File: src/hw/rtl/rsl_pkg.sv
// Shared types, constants and codes of the reservoir sampler.
`default_nettype none
package rsl_pkg;
   localparam int POOL_DEPTH = 1024;
   localparam int ADDR_W     = $clog2(POOL_DEPTH);
   localparam int CNT_W      = ADDR_W + 1;
   localparam int PAYLOAD_W  = 32;
   localparam int SLOT_W     = 10;
   localparam int SEEN_W     = 64;
   localparam int CSR_ADDR_W = 4;
   localparam int CSR_DATA_W = 64;

   localparam logic [63:0] LCG_MUL = 64'd6364136223846793005;
   localparam logic [63:0] LCG_INC = 64'd1442695040888963407;
   localparam logic [63:0] SEEN_MAX = {64{1'b1}};

   localparam logic [2:0] STAT_APPENDED = 3'd0;
   localparam logic [2:0] STAT_REPLACED = 3'd1;
   localparam logic [2:0] STAT_DISCARD  = 3'd2;
   localparam logic [2:0] STAT_REFUSED  = 3'd3;
   localparam logic [2:0] STAT_READ_OK  = 3'd4;
   localparam logic [2:0] STAT_UNFILLED = 3'd5;

   localparam logic KIND_OFFER = 1'b0;
   localparam logic KIND_READ  = 1'b1;

   localparam logic REG_SEED     = 1'b0;
   localparam logic REG_CAPACITY = 1'b1;

   typedef struct packed {
      logic                 kind;
      logic [PAYLOAD_W-1:0] payload;
      logic [SLOT_W-1:0]    slot;
   } req_type;

   typedef struct packed {
      logic [2:0]           status;
      logic [SLOT_W-1:0]    where;
      logic [PAYLOAD_W-1:0] read_data;
      logic [10:0]          filled;
      logic [SEEN_W-1:0]    seen;
   } rsp_type;

   typedef struct packed {
      logic                 en;
      logic [ADDR_W-1:0]    addr;
      logic [PAYLOAD_W-1:0] data;
   } pool_wr_type;

   typedef enum logic [2:0] {
      LCG_IDLE, LCG_MUL0, LCG_MUL1, LCG_MUL2, LCG_SUM
   } lcg_state_type;

   typedef enum logic [2:0] {
      ST_IDLE, ST_OFFER, ST_READ, ST_FLOOR, ST_DRAW, ST_MOD, ST_PLACE, ST_EMIT
   } rs_state_type;
endpackage
`default_nettype wire

File: src/hw/rtl/rsl_lcg.sv
// 64-bit LCG stepped by one shared 32x32 multiplier, states MUL0 to SUM.
`default_nettype none
module rsl_lcg (
   input  wire         clock,
   input  wire         reset,
   input  wire         load,
   input  wire  [63:0] load_value,
   input  wire         start,
   output logic        done,
   output logic [63:0] value
);
   import rsl_pkg::*;

   lcg_state_type state_ff, state_in;
   logic [63:0] rng_ff, rng_in;
   logic [63:0] prod_ff, prod_in;
   logic [31:0] cross_ff, cross_in;
   logic        done_ff, done_in;
   logic [31:0] op_a, op_b;
   logic [63:0] product;

   always_comb begin
      state_in = state_ff;
      case (state_ff)
         LCG_IDLE: if (start) state_in = LCG_MUL0;
         LCG_MUL0: state_in = LCG_MUL1;
         LCG_MUL1: state_in = LCG_MUL2;
         LCG_MUL2: state_in = LCG_SUM;
         LCG_SUM:  state_in = LCG_IDLE;
         default:  state_in = LCG_IDLE;
      endcase
   end

   always_comb begin
      op_a = rng_ff[31:0];
      op_b = LCG_MUL[31:0];
      case (state_ff)
         LCG_MUL1: op_b = LCG_MUL[63:32];
         LCG_MUL2: op_a = rng_ff[63:32];
         default: ;
      endcase
      product  = op_a * op_b;
      prod_in  = prod_ff;
      cross_in = cross_ff;
      rng_in   = rng_ff;
      done_in  = 1'b0;
      case (state_ff)
         LCG_MUL0: prod_in  = product + LCG_INC;
         LCG_MUL1: cross_in = product[31:0];
         LCG_MUL2: cross_in = cross_ff + product[31:0];
         LCG_SUM: begin
            rng_in  = prod_ff + {cross_ff, 32'd0};
            done_in = 1'b1;
         end
         default: ;
      endcase
      if (load) rng_in = load_value;
   end

   always_ff @(posedge clock) begin
      if (reset) begin
         state_ff <= LCG_IDLE;
         rng_ff   <= '0;
         done_ff  <= 1'b0;
      end else begin
         state_ff <= state_in;
         rng_ff   <= rng_in;
         done_ff  <= done_in;
      end
      prod_ff  <= prod_in;
      cross_ff <= cross_in;
   end

   assign done  = done_ff;
   assign value = rng_ff;
endmodule
`default_nettype wire

File: config.mk
export PLATFORM = sky130hd
export DESIGN_NAME = rsl_lcg
export DESIGN_NICKNAME = d
export VERILOG_FILES = /design/src/hw/rtl/rsl_pkg.sv /design/src/hw/rtl/rsl_lcg.sv
export SDC_FILE = /design/constraint.sdc
export NUM_CORES = 2
export LEC_CHECK = 0
export BUFFER_PORTS_ARGS = -buffer_cell sky130_fd_sc_hd__buf_4
export CAP_MARGIN = 20
export CORE_MARGIN = 4
export CORE_UTILIZATION = 60
export DETAILED_ROUTE_END_ITERATION = 6
export PLACE_DENSITY_LB_ADDON = 0.3
export SKIP_CTS_REPAIR_TIMING = 1
export SLEW_MARGIN = 20
export SYNTH_ARGS = -nofsm -noshare
export SYNTH_HDL_FRONTEND = slang
export SYNTH_SLANG_ARGS = --single-unit
export TNS_END_PERCENT = 1
File: constraint.sdc
create_clock -name clock -period 30.9 [get_ports clock]
set_clock_uncertainty 0.05 [all_clocks]
set_input_delay 6.18 -clock clock [delete_from_list [all_inputs] [get_ports clock]]
set_output_delay 6.18 -clock clock [all_outputs]
set_load 0.005 [all_outputs]
==> impl_metrics.ini <==
[yosys]
yosysWarnings = 0
ys_async_sr_fraction = 0
avgSynthCellArea_sq_um = 9.03
synth_top_cells_by_area = fa_1 32%, ha_1 18%, edfxtp_1 8.5%, inv_1 8.2%, dfxtp_1 4.0%
synth_edf_count = 96
synth.distinct_cells = 98
synthDominantCellAreaShare = 0.317
yosysTopAreaCell = fa_1
synth-seq-cells = 164
synth_area_sq_mm = 0.0337
synth_cells = 3738
synthFlopType = edfxtp_1
synth_seq_area_share = 0.126

[floorplan]
start_util = 0.609
die_y_um = 245
coreArea_sq_mm = 0.0554
ios = 133
fp-row-count = 86
die_x_um = 245
dieArea_sq_mm = 0.0601

[worst_setup_path]
timing.rr.start = state_ff[0]
arrival_ns = 11.89
regToRegSetupSlack_ns = 19.14
critPathKind = reg -> reg
path_common_cell = fa_1
reg2reg_to = prod_ff[63]
max_stage_delay_ns = 0.92
cp_slowest_cell = o311ai_0
cp-start-kind = flop
critPathMaxFanout = 35
critPathRequiredTime_ns = 31.03
reg2reg_depth = 30
endpoint_kind = flop

[placement]
gp_congestion = 1.01
place_ws_ns = 19.42
portBuffers = 132
hpwl_mm = 82.3

[timing]
min_period_ns = 11.76
rsz0062_at_grt = no
hold_violations = 0
max_freq_mhz = 85.1
fin_setup_tns_ns = 0
whs_ns = 0.537
setup-violations-final = 0
fin_crit_sh = 0.380
setup_ws_ns = 19.14
max_slew_margin = 0.240
slew_viol_final = 0
worst_pin_slew_ns = 1.13

[layout]
drive_above_1_share = 0.0677
layout.nets = 4932
diodes = 0
syn_to_final_growth_pct = 7.61

[clocking]
cts_buffer_depth = 2
clk_pin_slew_ns = 0.07
htree_levels = 4
cts_tree = done
clock-root-buffer = clkbuf_16
clock-sinks = 164
clock_latency_ns = 0.44
numCtsBuffers = 17

[min_path]
hold_path.class = reg -> reg
hold_end = state_ff[0]
hp-start = state_ff[1]
holdPathStages = 2

[routing]
drc = 0
ant_nets = 0
via_per_inst = 5.85
dr_total_vias = 26994
wl_per_cell_um = 21.0
drt-initial-drc-count = 2428
dr.pass1.iters = 6
drt-total-wl_mm = 97.1

[global_route]
grt_pass1_wl_mm = 152
grt_max_degree = 72
overflow = 0
grt_pass1_vias = 27170
grtUsageTotal = 0.325
antenna_found_initial = 2

[run_status]
outcome = finished, final reports clean

[job]
drv_cap = 0
-- state kept, by name, summed over array words and instances (netlist names) --
signal,flops
cross_ff,32
done,1
state_ff,3
value,64
prod_ff,64
-- cells by family (layout without fill, tap and decap cells) --
kind of cell,after synthesis,in the layout,share of synthesized area
AOI/OAI and AO/OA,636,636,0.122
other,2,31,0.000223
DFF,164,164,0.126
buffers and inverters,841,944,0.0942
and+or+nand+nor,908,908,0.118
xor gates and xnor gates,158,158,0.0412
muxes,22,22,0.00656
adders and majority gates,1007,1007,0.492
-- layer usage --
metal | global-route usage | share of wire | vias to the layer above
met3 | 0.0476 | 0.081 | 212
met4 | 0.117 | 0.043 | 0
met1 | 0.460 | 0.42 | 13245
met5 | 0 | 0 | -
li1 | - | - | 12355
met2 | 0.512 | 0.46 | 1182
-- metrics by stage --
step | instance area, sq um | instances | util
after global routing | 36300 | 4618 | 0.655
after detailed placement | 35700 | 4586 | 0.645
after CTS | 36300 | 4618 | 0.655
final | 36300 | 4618 | 0.655
after floorplan | 33900 | 3767 | -
after global placement | 35700 | 4586 | 0.645
-- cells in the final DEF (no fill, tap or decap), types with 19 or more instances in the layout --
cell type  instances
dfxtp_1           68
inv_1            733
xor2_1            61
o21a_1            21
a21oi_1          242
a21o_1            64
buf_4            170
ha_1             473
nand2_1          328
edfxtp_1          96
o21ai_0          120
nor2_1           318
nand2b_1          22
fa_1             534
xnor2_1           96
nor3_1            70
conb_1            31
and3_1            19
nand3_1           39
-- worst max-delay path, delay by kind of cell, from the launching register on --
kind                     cells  cell delay [ns]
AO/OA/AOI/OAI                7             2.48
adder cells (fa/ha/maj)      9             4.27
flip-flops                   1             0.52
buffers and inverters        6             1.19
AND/OR/NAND/NOR              6             2.53
XOR/XNOR                     2             0.40
-- how the worst max path moves through the flow --
stage	start	end	slack, ns
2_1_floorplan	state_ff[1]	cross_ff[31]	20.31
3_3_place_gp	state_ff[0]	prod_ff[63]	19.64
3_5_place_dp	state_ff[0]	prod_ff[63]	19.42
4_1_cts	state_ff[0]	prod_ff[63]	19.38
5_1_grt	state_ff[0]	cross_ff[31]	18.68
6_report	state_ff[0]	prod_ff[63]	19.14
-- Yosys cell counts (15+ instances only) --
| cell | number |
|---|---|
| nand4_1 | 17 |
| dfxtp_1 | 68 |
| fa_1 | 534 |
| and3_1 | 19 |
| o211ai_1 | 15 |
| mux2i_1 | 21 |
| a21oi_1 | 242 |
| nand2b_1 | 23 |
| nor2_1 | 318 |
| and2_1 | 17 |
| nor2b_1 | 18 |
| o21ai_0 | 120 |
| ha_1 | 473 |
| a21o_1 | 64 |
| xnor2_1 | 96 |
| a211oi_1 | 17 |
| edfxtp_1 | 96 |
| o21a_1 | 21 |
| nor3_1 | 70 |
| clkbuf_1 | 75 |
| inv_1 | 733 |
| xor2_1 | 61 |
| o21ai_1 | 15 |
| a31oi_1 | 16 |
| nand3_1 | 39 |
| nand2_1 | 330 |
-- area by class of cell --
type | instances | area [sq um]
clock buffers | 18 | 429
clock inverters | 14 | 151
fillers | 4589 | 19100
inverters | 742 | 2790
multi-input cells | 2762 | 26500
flip-flops and latches | 164 | 4240
well taps | 748 | 936
repair buffers | 170 | 1280
Power is left out: the tool's default activity adds up to more than one toggle a clock period on the data nets, which glitch-free logic cannot reach.
