File: config.mk
export PLATFORM = sky130hd
export DESIGN_NAME = rsl_div
export DESIGN_NICKNAME = d
export VERILOG_FILES = /design/src/hw/rtl/rsl_pkg.sv /design/src/hw/rtl/rsl_div.sv
export SDC_FILE = /design/constraint.sdc
export NUM_CORES = 1
export LEC_CHECK = 0
export ABC_AREA = 0
export BUFFER_PORTS_ARGS = -buffer_cell sky130_fd_sc_hd__buf_4
export CAP_MARGIN = 20
export CELL_PAD_IN_SITES_DETAIL_PLACEMENT = 0
export CELL_PAD_IN_SITES_GLOBAL_PLACEMENT = 2
export CORE_MARGIN = 10
export CORE_UTILIZATION = 40
export CTS_BUF_LIST = sky130_fd_sc_hd__clkbuf_8
export CTS_CLUSTER_DIAMETER = 120
export DETAILED_ROUTE_END_ITERATION = 12
export PLACE_DENSITY = 0.92
export SLEW_MARGIN = 40
export SYNTH_ARGS = -nofsm -noshare
export SYNTH_HDL_FRONTEND = slang
export SYNTH_SLANG_ARGS = --single-unit
File: constraint.sdc
create_clock -name clock -period 5.45 [get_ports clock]
set_input_delay 0.2725 -clock clock [delete_from_list [all_inputs] [get_ports clock]]
set_output_delay 0.2725 -clock clock [all_outputs]
set_load 0.005 [all_outputs]
File: src/hw/rtl/rsl_pkg.sv
// Shared types, constants and codes of the reservoir sampler.
`default_nettype none
package rsl_pkg;
   localparam int POOL_DEPTH = 1024;
   localparam int ADDR_W     = $clog2(POOL_DEPTH);
   localparam int CNT_W      = ADDR_W + 1;
   localparam int PAYLOAD_W  = 32;
   localparam int SLOT_W     = 10;
   localparam int SEEN_W     = 64;
   localparam int CSR_ADDR_W = 4;
   localparam int CSR_DATA_W = 64;

   localparam logic [63:0] LCG_MUL = 64'd6364136223846793005;
   localparam logic [63:0] LCG_INC = 64'd1442695040888963407;
   localparam logic [63:0] SEEN_MAX = {64{1'b1}};

   localparam logic [2:0] STAT_APPENDED = 3'd0;
   localparam logic [2:0] STAT_REPLACED = 3'd1;
   localparam logic [2:0] STAT_DISCARD  = 3'd2;
   localparam logic [2:0] STAT_REFUSED  = 3'd3;
   localparam logic [2:0] STAT_READ_OK  = 3'd4;
   localparam logic [2:0] STAT_UNFILLED = 3'd5;

   localparam logic KIND_OFFER = 1'b0;
   localparam logic KIND_READ  = 1'b1;

   localparam logic REG_SEED     = 1'b0;
   localparam logic REG_CAPACITY = 1'b1;

   typedef struct packed {
      logic                 kind;
      logic [PAYLOAD_W-1:0] payload;
      logic [SLOT_W-1:0]    slot;
   } req_type;

   typedef struct packed {
      logic [2:0]           status;
      logic [SLOT_W-1:0]    where;
      logic [PAYLOAD_W-1:0] read_data;
      logic [10:0]          filled;
      logic [SEEN_W-1:0]    seen;
   } rsp_type;

   typedef struct packed {
      logic                 en;
      logic [ADDR_W-1:0]    addr;
      logic [PAYLOAD_W-1:0] data;
   } pool_wr_type;

   typedef enum logic [2:0] {
      LCG_IDLE, LCG_MUL0, LCG_MUL1, LCG_MUL2, LCG_SUM
   } lcg_state_type;

   typedef enum logic [2:0] {
      ST_IDLE, ST_OFFER, ST_READ, ST_FLOOR, ST_DRAW, ST_MOD, ST_PLACE, ST_EMIT
   } rs_state_type;
endpackage
`default_nettype wire

File: src/hw/rtl/rsl_div.sv
// Restoring divider, one quotient bit per cycle; only the remainder is used.
`default_nettype none
module rsl_div (
   input  wire         clock,
   input  wire         reset,
   input  wire         start,
   input  wire  [63:0] dividend,
   input  wire  [63:0] divisor,
   output logic        done,
   output logic [63:0] remainder
);
   import rsl_pkg::*;

   logic        busy_ff, busy_in;
   logic [5:0]  count_ff, count_in;
   logic        done_ff, done_in;
   logic [63:0] rem_ff, rem_in;
   logic [63:0] quo_ff, quo_in;
   logic [63:0] dvs_ff, dvs_in;
   logic [64:0] shifted, diff;

   always_comb begin
      shifted  = {rem_ff, quo_ff[63]};
      diff     = shifted - {1'b0, dvs_ff};
      busy_in  = busy_ff;
      count_in = count_ff;
      done_in  = 1'b0;
      rem_in   = rem_ff;
      quo_in   = quo_ff;
      dvs_in   = dvs_ff;
      if (start) begin
         busy_in  = 1'b1;
         count_in = '0;
         rem_in   = '0;
         quo_in   = dividend;
         dvs_in   = divisor;
      end else if (busy_ff) begin
         // shift in one dividend bit, subtract when it fits
         rem_in   = diff[64] ? shifted[63:0] : diff[63:0];
         quo_in   = {quo_ff[62:0], ~diff[64]};
         count_in = count_ff + 6'd1;
         if (count_ff == 6'd63) begin
            busy_in = 1'b0;
            done_in = 1'b1;
         end
      end
   end

   always_ff @(posedge clock) begin
      if (reset) begin
         busy_ff  <= 1'b0;
         done_ff  <= 1'b0;
         count_ff <= '0;
      end else begin
         busy_ff  <= busy_in;
         done_ff  <= done_in;
         count_ff <= count_in;
      end
      rem_ff <= rem_in;
      quo_ff <= quo_in;
      dvs_ff <= dvs_in;
   end

   assign done      = done_ff;
   assign remainder = rem_ff;
endmodule
`default_nettype wire

==> metrics.md <==
| Metric | Value |
|---|---|
| Hold Crit Class | in2reg |
| Setup Viol. Count Final | 0 |
| IO Port Bufs | approximately 200 |
| RSZ-0062 raised after global routing | false |
| Leakage | 6.35 nW |
| Syn Nets | 1499 |
| Worst Tran Pin Value | around 0.80 ns |
| DR vias/cell | approximately 5.4 |
| EDFF count, synth | 128 |
| Setup ws final | approximately 1.5 ns |
| Fill cells | 2888 |
| TritonCTS Buffers | 17 |
| Hold wc startpoint | dividend[16] |
| Initial core utilization | between 40% and 50% |
| Hold_buf cts | 65 |
| Syn Inst Count | around 1.3k |
| IO Count | 196 |
| Layout area overhead | 22.8% |
| #FFs+latches synth | 200 |
| Setup TNS after final layout | 0 ns |
| Fin util | 49.7% |
| Hold path endpoint | quo_ff[16] |
| CTS clk-pin slew, worst paths | roughly 0.12 ns |
| Crit start category | register |
| Largest net degree at the start of global routing | 92 |
| Peak supply drop | between 0.15 and 0.2 mV |
| Crit share post-route | 72.1% |
| WL/cell | 18.8 microns |
| Vias in the first global route | 10.5k |
| Routed Antenna Nets | 0 |
| First-pass GRT wire length | 57.8 mm |
| Core region area | 0.0305 sq mm |
| Commonest cells after routing, fill and taps aside | buf_4 (204), edfxtp_1 (128), nand2_1 (122) |
| Critical Path Most Common Cell | nand2_1 |
| Design Power | 3.98 mW |
| Final Skew | 0.0279 ns |
| Detailed Route Iter0 Violations | approximately 570 |
| DP HPWL | 27.0 mm |
| Clock root buffer master | clkbuf_8 |
| Post-synth ARST share | 0% |
| Die width | 196 microns |
| Ant. Diodes | 0 |
| Post-Route WL | around 36 mm |
| Skew-Pair Late Insertion Delay | 0.52 ns |
| Share of cells above drive strength 1 | 20.9% |
| Min Tclk post-route | 3.93 ns |
| Post-CTS Setup Repair Bufs | 0 |
| Largest stage delay on the critical path | between 0.5 and 0.6 ns |
| Rows | 64 |
| Fmax | 254 MHz |
| CP required | 5.89 ns |
| RR Startpoint | remainder[10] |
| Top_reg_cell synth | edfxtp_1 |
| Die area | approximately 0.038 sq mm |
| Worst Setup End Kind | register |
| CTS sink count | 200 |
| Hold Path Depth | 2 |
| CTS tree | done |
| PD cells | 263 mW/mm^2 |
| R2R Setup Slk | ~1.5 ns |
| Slew Limit Headroom | 47.0% |
| Worst Path Arrival | between 4 and 5 ns |
| Synth unique cells | 71 |
| Grt total ovfl | 0 |
| Synthesized area per cell | between 9 and 10 sq um |
| Post-synthesis sequential area ratio | 42.8% |
| Total Nets Final | ~1.7k |
| Die height | slightly below 200 microns |
| Reg2Reg Depth | 11 |
| H-tree depth | 4 |
| Critical-path cell list | ha_1 > nand2_1 > o21ai_0 > a211oi_1 > nand2_1 > a311oi_2 > a21oi_1 > a211o_1 > buf_4 > or4_1 > a311oi_1 |
| Post-cts repair resize count | 0 |
| Delay-heaviest family, CP | compound AO/OA/AOI/OAI gates |
| Fin. Hold Viols | 0 |
| Commonest non-fill, non-tap cell in the layout | buf_4 |
| Crit Path Class | reg2reg |
| Synth Cell Area | 0.0123 sq mm |
| Status | complete, no violations |
| Setup WS pre-CTS | ~1.6 ns |
| Clock Path Buffers | 2 |
| Antenna violations before repair | 0 |
| Placer Congestion | between 0.9 and 1 |
| Gr usage total | 18.6% |
| Vias | about 10k |
| Synthesis Warnings | 0 |
| Post-route DRC | 0 |
| FF-to-FF End | remainder[59] |
| Pre-Repair DR Iteration Count | 5 |
| Max-cap check violation count | 0 |
| Final slew viol count | 0 |
| CP bufs+invs | 1 |
| Crit-path max FO | 16 |
| Slowest cell on crit path | or4_1 |
[kinds of logic after synthesis]
group / synth area share, %
buf+inv: 5.13
simple gates: 14.7
xor+xnor: 3.19
flops: 42.8
mux: 8.13
compound gates: 19.4
fa+ha+maj: 6.75
[cell type report]
class | count | area (sq um) | share of cell area (%)
inverters | 87 | 327 | 2.15
well taps | 396 | 495 | 3.27
clock buffers | 17 | 234 | 1.54
flip-flops and latches | 200 | 5290 | 34.9
multi-input cells | 940 | 6450 | 42.6
repair buffers | 272 | 2220 | 14.6
clock inverters | 14 | 146 | 0.966
[Yosys cell counts (all sizes together) (4+ instances only)]
cell | count | area [sq um]
a311oi | 22 | 199
or3 | 9 | 56.3
nand4 | 27 | 169
o2111ai | 4 | 35.0
a21oi | 105 | 526
nor2b | 10 | 62.6
nand3b | 7 | 52.6
a21o | 37 | 278
o21ai | 55 | 275
a21boi | 6 | 45.1
nor2 | 109 | 409
o21bai | 11 | 82.6
or4 | 5 | 37.5
a31oi | 7 | 43.8
a221oi | 4 | 35.0
dfxtp | 72 | 1440
nand3 | 20 | 100
a211o | 5 | 43.8
mux2 | 66 | 743
o221ai | 4 | 35.0
o211ai | 10 | 75.1
a211oi | 35 | 273
a2bb2oi | 7 | 61.3
mux2i | 26 | 260
o21a | 8 | 60.1
and3 | 8 | 50.1
nand4b | 6 | 52.6
nor3 | 23 | 115
a2111oi | 4 | 42.5
nor4 | 7 | 58.8
nand2b | 12 | 75.1
xnor2 | 22 | 193
buf | 22 | 108
xor2 | 23 | 201
inv | 86 | 323
and2 | 7 | 43.8
o22ai | 5 | 31.3
clkbuf | 53 | 199
edfxtp | 128 | 3840
ha | 65 | 813
nand2 | 123 | 464
o31ai | 4 | 30.0
[worst reg2reg max path, cell delays in order (launching register included)]
cell      delay (ns)
dfxtp_1         0.37
ha_1            0.43
nand2_1         0.17
o21ai_0         0.22
a211oi_1        0.32
nand2_1         0.18
a311oi_2        0.39
a21oi_1         0.23
a211o_1         0.47
buf_4           0.29
or4_1           0.55
a311oi_1        0.26
[power breakdown]
group / total (mW) / internal [mW] / switching, mW / leakage [nW]
registers: 1.83 / 1.76 / 0.0759 / 1.86
clock network: 0.977 / 0.372 / 0.604 / 0.192
logic: 1.17 / 0.522 / 0.651 / 4.29
total: 3.98 / 2.65 / 1.33 / 6.35
[per-layer routing]
metal  routed length (microns)  vias to the layer above  GRT usage (%)  part of all wire [%]
met3                      2380                       32           5.56                   6.6
met1                     16200                     4992           23.3                    45
li1                          -                     5233              -                     -
met2                     17200                      236           30.4                    47
met4                       515                        0           4.86                   1.4
met5                         0                        -              0                     0
[stage by stage]
stage	std cells	hold slack, ns	instance area, sq um
after global routing	1926	0.0311	15200
after global placement	1830	0.428	14100
after CTS	1926	0.0272	15200
final	1926	0.0502	15200
after floorplan	1302	0.345	12300
after detailed placement	1830	0.439	14100
[registers in the layout, summed over array words and instances, names as in the netlist]
name,cells
busy_ff,1
count_ff,6
done,1
dvs_ff,64
quo_ff,64
remainder,64
[how the worst max path moves through the flow]
stage / depth (start not counted) / slack, ns / end / from
2_1_floorplan: 12 / 2.35 / remainder[58] / quo_ff[63]
3_3_place_gp: 11 / 1.64 / remainder[59] / remainder[12]
3_5_place_dp: 13 / 1.57 / remainder[59] / quo_ff[63]
4_1_cts: 13 / 1.54 / remainder[59] / quo_ff[63]
5_1_grt: 11 / 1.21 / remainder[59] / remainder[10]
6_report: 11 / 1.52 / remainder[59] / remainder[10]
Note: power is estimated with default switching activity, not from simulation.
